--- config.mk ---
export PLATFORM = sky130hd
export DESIGN_NAME = lfu_cache_replacement_flat
export DESIGN_NICKNAME = d
export VERILOG_FILES = /design/src/rtl/lfu_pkg.sv /design/src/rtl/lfu_key_if.sv /design/src/rtl/lfu_res_if.sv /design/src/rtl/lfu_ctrl.sv /design/src/rtl/lfu_dp.sv /design/src/rtl/lfu_cache_replacement.sv /design/src/flat_wrapper.sv
export SDC_FILE = /design/constraint.sdc
export NUM_CORES = 1
export LEC_CHECK = 0
export BUFFER_PORTS_ARGS = -buffer_cell sky130_fd_sc_hd__buf_2
export CORE_MARGIN = 2
export CORE_UTILIZATION = 57
export DETAILED_ROUTE_END_ITERATION = 10
export PLACE_DENSITY = 0.77
export SYNTH_ARGS = -nofsm -noshare
export SYNTH_HDL_FRONTEND = slang
export SYNTH_HIERARCHICAL = 1
export SYNTH_SLANG_ARGS = --single-unit
--- constraint.sdc ---
create_clock -name i_clk -period 9.86 [get_ports i_clk]
set_clock_uncertainty 0.1 [all_clocks]
set_input_delay 1.972 -clock i_clk [delete_from_list [all_inputs] [get_ports i_clk]]
set_output_delay 1.972 -clock i_clk [all_outputs]
set_load 0.02 [all_outputs]
--- src/rtl/lfu_pkg.sv ---
`timescale 1ns / 1ps
`default_nettype none

package lfu_pkg;

    localparam int ENTRIES    = 8;
    localparam int COUNT_BITS = 16;
    localparam int KEY_W      = 32;
    localparam int SLOT_W     = 3;
    localparam int IDX_W      = (ENTRIES > 1) ? $clog2(ENTRIES) : 1;
    localparam int FILL_W     = $clog2(ENTRIES + 1);
    localparam int TREE_N     = 2 ** IDX_W;

    typedef logic [KEY_W-1:0]      t_key;
    typedef logic [COUNT_BITS-1:0] t_cnt;
    typedef logic [IDX_W-1:0]      t_idx;
    typedef logic [FILL_W-1:0]     t_fill;
    typedef logic [SLOT_W-1:0]     t_slot;

    typedef enum logic [0:0] {
        ST_IDLE,
        ST_LOOKUP
    } t_state;

    typedef struct packed {
        logic load_key;
        logic commit;
    } t_lfu_cmd;

    typedef struct packed {
        logic res_valid;
    } t_lfu_status;

endpackage

`default_nettype wire

--- src/rtl/lfu_key_if.sv ---
`timescale 1ns / 1ps
`default_nettype none

interface lfu_key_if;
    logic               valid;
    logic               ready;
    logic signed [31:0] key;

    modport source (output valid, output key, input ready);
    modport sink   (input valid, input key, output ready);
endinterface

`default_nettype wire

--- src/rtl/lfu_res_if.sv ---
`timescale 1ns / 1ps
`default_nettype none

interface lfu_res_if;
    logic               valid;
    logic               ready;
    logic               hit;
    logic [2:0]         slot;
    logic               evicted;
    logic signed [31:0] evicted_key;

    modport source (output valid, output hit, output slot, output evicted,
                    output evicted_key, input ready);
    modport sink   (input valid, input hit, input slot, input evicted,
                    input evicted_key, output ready);
endinterface

`default_nettype wire

--- src/rtl/lfu_ctrl.sv ---
`timescale 1ns / 1ps
`default_nettype none

module lfu_ctrl (
    input  wire                  i_clk,
    input  wire                  i_rst_n,
    input  wire                  i_in_valid,
    output logic                 o_in_ready,
    input  wire                  i_res_ready,
    input  lfu_pkg::t_lfu_status i_status,
    output lfu_pkg::t_lfu_cmd    o_cmd
);

    lfu_pkg::t_state r_state;
    lfu_pkg::t_state n_state;

    always_ff @(posedge i_clk) begin
        if (!i_rst_n) begin
            r_state <= lfu_pkg::ST_IDLE;
        end else begin
            r_state <= n_state;
        end
    end

    always_comb begin
        n_state        = r_state;
        o_in_ready     = 1'b0;
        o_cmd.load_key = 1'b0;
        o_cmd.commit   = 1'b0;
        unique case (r_state)
            lfu_pkg::ST_IDLE: begin
                o_in_ready = 1'b1;
                if (i_in_valid) begin
                    o_cmd.load_key = 1'b1;
                    n_state        = lfu_pkg::ST_LOOKUP;
                end
            end
            lfu_pkg::ST_LOOKUP: begin
                // The update waits until the result register can take a new word.
                if (!i_status.res_valid || i_res_ready) begin
                    o_cmd.commit = 1'b1;
                    n_state      = lfu_pkg::ST_IDLE;
                end
            end
            default: begin
                n_state = lfu_pkg::ST_IDLE;
            end
        endcase
    end

    a_commit_only_in_lookup: assert property (@(posedge i_clk) disable iff (!i_rst_n)
        o_cmd.commit |-> r_state == lfu_pkg::ST_LOOKUP)
        else $error("commit issued outside lookup");

    a_accept_leads_to_lookup: assert property (@(posedge i_clk) disable iff (!i_rst_n)
        (i_in_valid && o_in_ready) |=> (r_state == lfu_pkg::ST_LOOKUP && !o_in_ready))
        else $error("accepted word did not start a lookup");

    a_lookup_held_when_blocked: assert property (@(posedge i_clk) disable iff (!i_rst_n)
        (r_state == lfu_pkg::ST_LOOKUP && i_status.res_valid && !i_res_ready)
        |=> r_state == lfu_pkg::ST_LOOKUP)
        else $error("lookup left while result register was full");

endmodule

`default_nettype wire

--- src/rtl/lfu_dp.sv ---
`timescale 1ns / 1ps
`default_nettype none

module lfu_dp (
    input  wire                   i_clk,
    input  wire                   i_rst_n,
    input  lfu_pkg::t_lfu_cmd     i_cmd,
    output lfu_pkg::t_lfu_status  o_status,
    input  wire  [31:0]           i_key,
    input  wire                   i_res_ready,
    output logic                  o_res_valid,
    output logic                  o_res_hit,
    output logic [2:0]            o_res_slot,
    output logic                  o_res_evicted,
    output logic [31:0]           o_res_evicted_key
);

    lfu_pkg::t_key  r_keys   [lfu_pkg::ENTRIES];
    lfu_pkg::t_cnt  r_counts [lfu_pkg::ENTRIES];
    lfu_pkg::t_fill r_fill;
    lfu_pkg::t_key  r_key;

    logic           r_res_valid;
    logic           r_res_hit;
    lfu_pkg::t_slot r_res_slot;
    logic           r_res_evicted;
    lfu_pkg::t_key  r_res_evicted_key;

    logic          w_hit;
    lfu_pkg::t_idx w_hit_idx;
    logic          w_full;
    lfu_pkg::t_idx w_min_idx;
    lfu_pkg::t_idx w_slot;
    lfu_pkg::t_cnt w_tree_cnt [lfu_pkg::IDX_W+1][lfu_pkg::TREE_N];
    lfu_pkg::t_idx w_tree_idx [lfu_pkg::IDX_W+1][lfu_pkg::TREE_N];

    assign w_full = (r_fill == lfu_pkg::t_fill'(lfu_pkg::ENTRIES));

    // Parallel match against every valid entry; keys are unique, lowest index wins anyway.
    always_comb begin
        w_hit     = 1'b0;
        w_hit_idx = '0;
        for (int i = lfu_pkg::ENTRIES - 1; i >= 0; i--) begin
            if ((lfu_pkg::t_fill'(i) < r_fill) && (r_keys[i] == r_key)) begin
                w_hit     = 1'b1;
                w_hit_idx = lfu_pkg::t_idx'(i);
            end
        end
    end

    // Minimum tree. Padding leaves carry the largest count and a higher index than any
    // real entry, and the right side only wins when strictly smaller, so ties go low.
    always_comb begin
        for (int i = 0; i < lfu_pkg::TREE_N; i++) begin
            w_tree_cnt[0][i] = (i < lfu_pkg::ENTRIES) ? r_counts[i] : '1;
            w_tree_idx[0][i] = lfu_pkg::t_idx'(i);
        end
        for (int l = 1; l <= lfu_pkg::IDX_W; l++) begin
            for (int i = 0; i < lfu_pkg::TREE_N; i++) begin
                w_tree_cnt[l][i] = w_tree_cnt[l-1][i];
                w_tree_idx[l][i] = w_tree_idx[l-1][i];
                if ((i < (lfu_pkg::TREE_N >> l)) &&
                    (w_tree_cnt[l-1][2*i+1] < w_tree_cnt[l-1][2*i])) begin
                    w_tree_cnt[l][i] = w_tree_cnt[l-1][2*i+1];
                    w_tree_idx[l][i] = w_tree_idx[l-1][2*i+1];
                end else if (i < (lfu_pkg::TREE_N >> l)) begin
                    w_tree_cnt[l][i] = w_tree_cnt[l-1][2*i];
                    w_tree_idx[l][i] = w_tree_idx[l-1][2*i];
                end
            end
        end
        w_min_idx = w_tree_idx[lfu_pkg::IDX_W][0];
    end

    always_comb begin
        if (w_hit) begin
            w_slot = w_hit_idx;
        end else if (!w_full) begin
            w_slot = r_fill[lfu_pkg::IDX_W-1:0];
        end else begin
            w_slot = w_min_idx;
        end
    end

    always_ff @(posedge i_clk) begin
        if (i_cmd.load_key) begin
            r_key <= i_key;
        end
        if (i_cmd.commit && !w_hit) begin
            r_keys[w_slot] <= r_key;
        end
        if (i_cmd.commit) begin
            r_res_hit         <= w_hit;
            r_res_slot        <= lfu_pkg::t_slot'(w_slot);
            r_res_evicted     <= !w_hit && w_full;
            r_res_evicted_key <= (!w_hit && w_full) ? r_keys[w_slot] : '0;
        end
    end

    always_ff @(posedge i_clk) begin
        if (!i_rst_n) begin
            for (int i = 0; i < lfu_pkg::ENTRIES; i++) begin
                r_counts[i] <= '0;
            end
            r_fill      <= '0;
            r_res_valid <= 1'b0;
        end else begin
            if (i_cmd.commit) begin
                if (w_hit) begin
                    if (r_counts[w_slot] != '1) begin
                        r_counts[w_slot] <= r_counts[w_slot] + 1'b1;
                    end
                end else begin
                    r_counts[w_slot] <= '0;
                    if (!w_full) begin
                        r_fill <= r_fill + 1'b1;
                    end
                end
                r_res_valid <= 1'b1;
            end else if (i_res_ready) begin
                r_res_valid <= 1'b0;
            end
        end
    end

    assign o_status.res_valid = r_res_valid;
    assign o_res_valid        = r_res_valid;
    assign o_res_hit          = r_res_hit;
    assign o_res_slot         = r_res_slot;
    assign o_res_evicted      = r_res_evicted;
    assign o_res_evicted_key  = r_res_evicted_key;

    a_fill_bounded: assert property (@(posedge i_clk) disable iff (!i_rst_n)
        r_fill <= lfu_pkg::t_fill'(lfu_pkg::ENTRIES))
        else $error("fill level beyond store size");

    a_commit_gives_result: assert property (@(posedge i_clk) disable iff (!i_rst_n)
        i_cmd.commit |=> r_res_valid)
        else $error("commit did not load the result register");

    a_no_result_overwrite: assert property (@(posedge i_clk) disable iff (!i_rst_n)
        (r_res_valid && !i_res_ready) |-> !i_cmd.commit)
        else $error("result overwritten before it was taken");

    a_evict_only_when_full: assert property (@(posedge i_clk) disable iff (!i_rst_n)
        (i_cmd.commit && !w_full) |=> !r_res_evicted)
        else $error("eviction reported while store had free slots");

    a_fill_grows_on_insert: assert property (@(posedge i_clk) disable iff (!i_rst_n)
        (i_cmd.commit && !w_hit && !w_full) |=> r_fill == $past(r_fill) + 1'b1)
        else $error("insert did not advance fill level");

endmodule

`default_nettype wire

--- src/rtl/lfu_cache_replacement.sv ---
`timescale 1ns / 1ps
`default_nettype none
// A key word is registered when accepted; its lookup and update then load the result register,
// which waits while the result is stalled. A new key word is accepted only after the lookup and
// update of the previous one through the single compare, minimum-search and write-back path.
// Reset is synchronous and active low: it clears use counts, fill level and the handshakes;
// stored keys are not cleared, since only entries below the fill level are ever matched.

module lfu_cache_replacement (
    input  wire        i_clk,
    input  wire        i_rst_n,
    lfu_key_if.sink    i_key_ch,
    lfu_res_if.source  o_res_ch
);

    lfu_pkg::t_lfu_cmd    w_cmd;
    lfu_pkg::t_lfu_status w_status;
    logic                 w_in_ready;
    logic [31:0]          w_evicted_key;

    lfu_ctrl u_ctrl (
        .i_clk       (i_clk),
        .i_rst_n     (i_rst_n),
        .i_in_valid  (i_key_ch.valid),
        .o_in_ready  (w_in_ready),
        .i_res_ready (o_res_ch.ready),
        .i_status    (w_status),
        .o_cmd       (w_cmd)
    );

    lfu_dp u_dp (
        .i_clk             (i_clk),
        .i_rst_n           (i_rst_n),
        .i_cmd             (w_cmd),
        .o_status          (w_status),
        .i_key             (i_key_ch.key),
        .i_res_ready       (o_res_ch.ready),
        .o_res_valid       (o_res_ch.valid),
        .o_res_hit         (o_res_ch.hit),
        .o_res_slot        (o_res_ch.slot),
        .o_res_evicted     (o_res_ch.evicted),
        .o_res_evicted_key (w_evicted_key)
    );

    assign i_key_ch.ready       = w_in_ready;
    assign o_res_ch.evicted_key = w_evicted_key;

endmodule

`default_nettype wire
--- src/flat_wrapper.sv ---
// flat-port wrapper written by rule: the top's interface ports become plain ports
module lfu_cache_replacement_flat 
  (i_clk, i_rst_n, i_key_ch_valid, i_key_ch_key, i_key_ch_ready, o_res_ch_valid, o_res_ch_hit, o_res_ch_slot, o_res_ch_evicted, o_res_ch_evicted_key, o_res_ch_ready);
  lfu_key_if i_key_ch_i ();
  lfu_res_if o_res_ch_i ();
  input  wire i_clk;
  input  wire i_rst_n;
  input wire logic [$bits(i_key_ch_i.valid)-1:0] i_key_ch_valid;
  input wire logic [$bits(i_key_ch_i.key)-1:0] i_key_ch_key;
  output wire logic [$bits(i_key_ch_i.ready)-1:0] i_key_ch_ready;
  output wire logic [$bits(o_res_ch_i.valid)-1:0] o_res_ch_valid;
  output wire logic [$bits(o_res_ch_i.hit)-1:0] o_res_ch_hit;
  output wire logic [$bits(o_res_ch_i.slot)-1:0] o_res_ch_slot;
  output wire logic [$bits(o_res_ch_i.evicted)-1:0] o_res_ch_evicted;
  output wire logic [$bits(o_res_ch_i.evicted_key)-1:0] o_res_ch_evicted_key;
  input wire logic [$bits(o_res_ch_i.ready)-1:0] o_res_ch_ready;
  assign i_key_ch_i.valid = i_key_ch_valid;
  assign i_key_ch_i.key = i_key_ch_key;
  assign i_key_ch_ready = i_key_ch_i.ready;
  assign o_res_ch_valid = o_res_ch_i.valid;
  assign o_res_ch_hit = o_res_ch_i.hit;
  assign o_res_ch_slot = o_res_ch_i.slot;
  assign o_res_ch_evicted = o_res_ch_i.evicted;
  assign o_res_ch_evicted_key = o_res_ch_i.evicted_key;
  assign o_res_ch_i.ready = o_res_ch_ready;
  lfu_cache_replacement u_core (.i_clk(i_clk), .i_rst_n(i_rst_n), .i_key_ch(i_key_ch_i), .o_res_ch(o_res_ch_i));
endmodule
==> flow_summary.yaml <==
global_route:
  grt_max_degree: 56
  grt_pass1_vias: 20400
  overflow: 0
  grt_pass1_wl_um: 130000
  track_usage: 0.374
  antenna_found_initial: 0
drt:
  drtAntennaViolNets: 0
  wire_per_inst_um: 28.1
  drc_errors: 0
  drt-vias-per-instance: 6.56
  dr.pass1.iters: 6
  drt_iter0_drc: 2466
  wl_um: 88300
  vias: 20600
min_path:
  hold_path.class: "flip-flop to flip-flop"
  min_path_cells: 2
  hold_end: "u_core/u_ctrl/r_state"
  hp-start: "u_core/u_dp/o_res_valid"
run:
  cap_viol_max_count: 0
power:
  power_switching_uw: 1360
  peakVddDrop_mv: 0.168
  p_comb_frac: 0.176
  seqPwrFrac: 0.469
  pwr_density_cell_nw_per_um2: 162
  total_power_uw: 4850
  intPower_uw: 3490
  leakage_uw: 0.0110
  sw_frac_of_total: 0.280
  clockPowerShare: 0.354
logic_synthesis:
  syn_area_sq_um: 25900
  synth_nets: 2462
  synth_common_cells: "453 x edfxtp_1, 284 x nand2_1, 173 x xor2_1"
  synth_seq_area_share: 0.529
  syn_inst: 2318
  ys_types: 87
  yosys_most_used_dff: "edfxtp_1"
  synth_largest_area_cell: "edfxtp_1"
  synth-seq-cells: 459
  ys_async_sr_fraction: 0
  synth-warning-count: 6
  synth.avg_cell_area_sq_um: 11.2
  synth_area_leaders: "edfxtp_1 52%, xor2_1 5.8%, ha_1 5.2%, nand2_1 4.1%, mux2i_1 3.6%"
  yosysMostFrequentCell: "edfxtp_1"
  synth_top_area_share: 0.525
  synth_edf_count: 453
timing:
  max_clock_freq_mhz: 107
  hold_viol: 0
  relSlewSlack: 0.239
  period_share: 0.946
  rsz0062_at_grt: "false"
  min_period_ns: 9.33
  setup_viol: 0
  drv_slew: 0
  tightest_slew_ns: 1.14
  setup_tns_ns: 0
clocking:
  clk_pin_slew_worst_paths_ns: 0.06
  cts_setup_buffers: 0
  cts_buffers: 46
  cts_hold_buf: 0
  cts_sinks: 459
  clk_latency_ns: 0.59
  cts_tree: "done"
  clock_path_buffers: 3
  htree_levels: 2
  cts-root-buf: "clkbuf_16"
critical_path:
  path_max_fanout: 19
  critPathLaunchType: "flip-flop"
  critical_path_class: "flip-flop to flip-flop"
  cp.arrival_ns: 9.54
  crit_required_ns: 10.07
  reg2reg_from: "u_core/u_dp/r_counts[1][15]"
  r2r_cells: 41
  max_stage_delay_ns: 0.48
  cp_slowest_cell: "edfxtp_1"
  cpMostUsedCell: "buf_4"
  r2r_end: "u_core/u_dp/r_counts[6][3]"
  worst_setup_path_end_kind: "flip-flop"
  regToRegSetupSlack_ns: 0.53
outcome:
  outcome: "completed"
final_layout:
  n_antenna_cell: 0
  area_growth_pct: 15.2
  final_nets: 2649
  fill_cells: 3433
  final_cell_count_no_fill: 3142
  multi_input_area_sq_um: 11500
  drive_gt1_frac: 0.167
  seqCellArea_sq_um: 13700
place:
  dp_cells: 3057
  finalWeightedCongestion: 1.04
  portBuffers: 74
  place_hpwl_um: 64600
die:
  rows: 78
  die_area_sq_um: 47200
  ios: 75
  die_x_um: 217
  core_area_sq_um: 45200
  die_h_um: 217
  start_util: 0.574
## final cells by class
| cell class | count | area share |
|---|---|---|
| tap | 600 | 0.0251 |
| clock inverter | 30 | 0.00884 |
| inverter | 76 | 0.00972 |
| clock buffer | 55 | 0.0404 |
| timing repair buffer | 273 | 0.0725 |
| multi-input combinational | 1649 | 0.384 |
| sequential | 459 | 0.459 |
## power groups by stage
stage | logic [uW] | registers, uW | clock network, uW
after CTS | 834 | 2270 | 1720
after global placement | 816 | 2310 | 0
after global routing | 913 | 2280 | 1800
after detailed placement | 827 | 2310 | 0
after floorplan | 490 | 2270 | 0
final | 855 | 2280 | 1720
## flip-flops by register name (all words and copies together) (netlist names)
| signal | cells |
|---|---|
| u_core/u_dp/o_res_slot | 3 |
| u_core/u_dp/r_counts | 128 |
| u_core/u_dp/r_key | 32 |
| u_core/u_dp/o_res_hit | 1 |
| u_core/u_dp/r_keys | 256 |
| u_core/u_dp/r_fill | 4 |
| u_core/u_dp/o_res_evicted_key | 32 |
| u_core/u_dp/o_res_evicted | 1 |
| u_core/u_dp/o_res_valid | 1 |
| u_core/u_ctrl/r_state | 1 |
## through the flow
step                cell area (sq um)  hold WS [ns]  utilization  setup WS, ns
floorplan                       25900         0.373            -        0.0784
global placement                28400         0.392        0.628         0.612
detailed placement              28400         0.416        0.628         0.535
CTS                             29800         0.427        0.660         0.436
global route                    29900         0.443        0.661        0.0909
finish                          29900         0.424        0.661         0.529
## metal layers
metal | vias up | share of wire | global-route usage | routed length (um)
li1 | 8945 | - | - | -
met3 | 342 | 0.088 | 0.0520 | 7740
met2 | 1349 | 0.47 | 0.612 | 41300
met4 | 0 | 0.087 | 0.276 | 7700
met5 | - | 0 | 0 | 0
met1 | 9970 | 0.36 | 0.455 | 31500
## what timing repair did
item / in CTS / in global routing
resized for setup: 0 / 6
endpoints found under the hold margin: 0 / 0
setup endpoints to repair: 0 / 201
## critical path, delay by kind of cell, from the launching register on
family	cells	cell delay [ns]
AOI/OAI and AO/OA	15	3.02
DFF	1	0.48
buffers and inverters	12	2.21
muxes	1	0.41
and+or+nand+nor	10	1.78
adders and majority gates	3	1.01
## logic make-up (layout without fill, tap and decap cells)
kind of cell	Yosys count	in the layout	synth area share
AO/OA/AOI/OAI	399	399	0.105
XOR/XNOR	263	263	0.0888
adder cells (fa/ha/maj)	108	108	0.0521
buffers and inverters	210	434	0.0333
flip-flops	459	459	0.529
multiplexers	136	136	0.0575
AND/OR/NAND/NOR	743	743	0.134
## layout by cell type, fill, tap and decap left out, types with 9 or more instances in the layout
cell type and n:
a21oi_1 96, a21o_1 10, inv_1 73, o211ai_1 13, xnor2_1 90, o21a_1 26
a211oi_1 14, a31oi_1 19, xor2_1 173, nand2_1 282, buf_2 74, clkbuf_16 47
a22oi_1 22, nand4_1 51, clkinv_1 14, and3_1 27, o21ai_0 99, buf_4 175
ha_1 108, buf_12 24, nor2_1 136, nor4_1 57, a221oi_1 14, nor3_1 62
nand3_1 73, mux2i_1 92, clkinv_2 9, edfxtp_1 453, mux2_2 38
## worst max-delay path by stage
stage,from,to,slack [ns],cells past startpoint
2_1_floorplan,u_core/u_dp/r_counts[7][7],u_core/u_dp/r_counts[6][0],0.08,38
3_3_place_gp,u_core/u_dp/r_counts[2][15],u_core/u_dp/r_counts[1][1],0.61,40
3_5_place_dp,u_core/u_dp/r_counts[2][15],u_core/u_dp/r_counts[1][1],0.53,37
4_1_cts,u_core/u_dp/r_counts[2][15],u_core/u_dp/r_counts[7][14],0.44,40
5_1_grt,u_core/u_dp/r_counts[2][15],u_core/u_dp/r_counts[7][0],0.09,41
6_report,u_core/u_dp/r_counts[1][15],u_core/u_dp/r_counts[6][3],0.53,41
(Power assumes the default switching activity.)
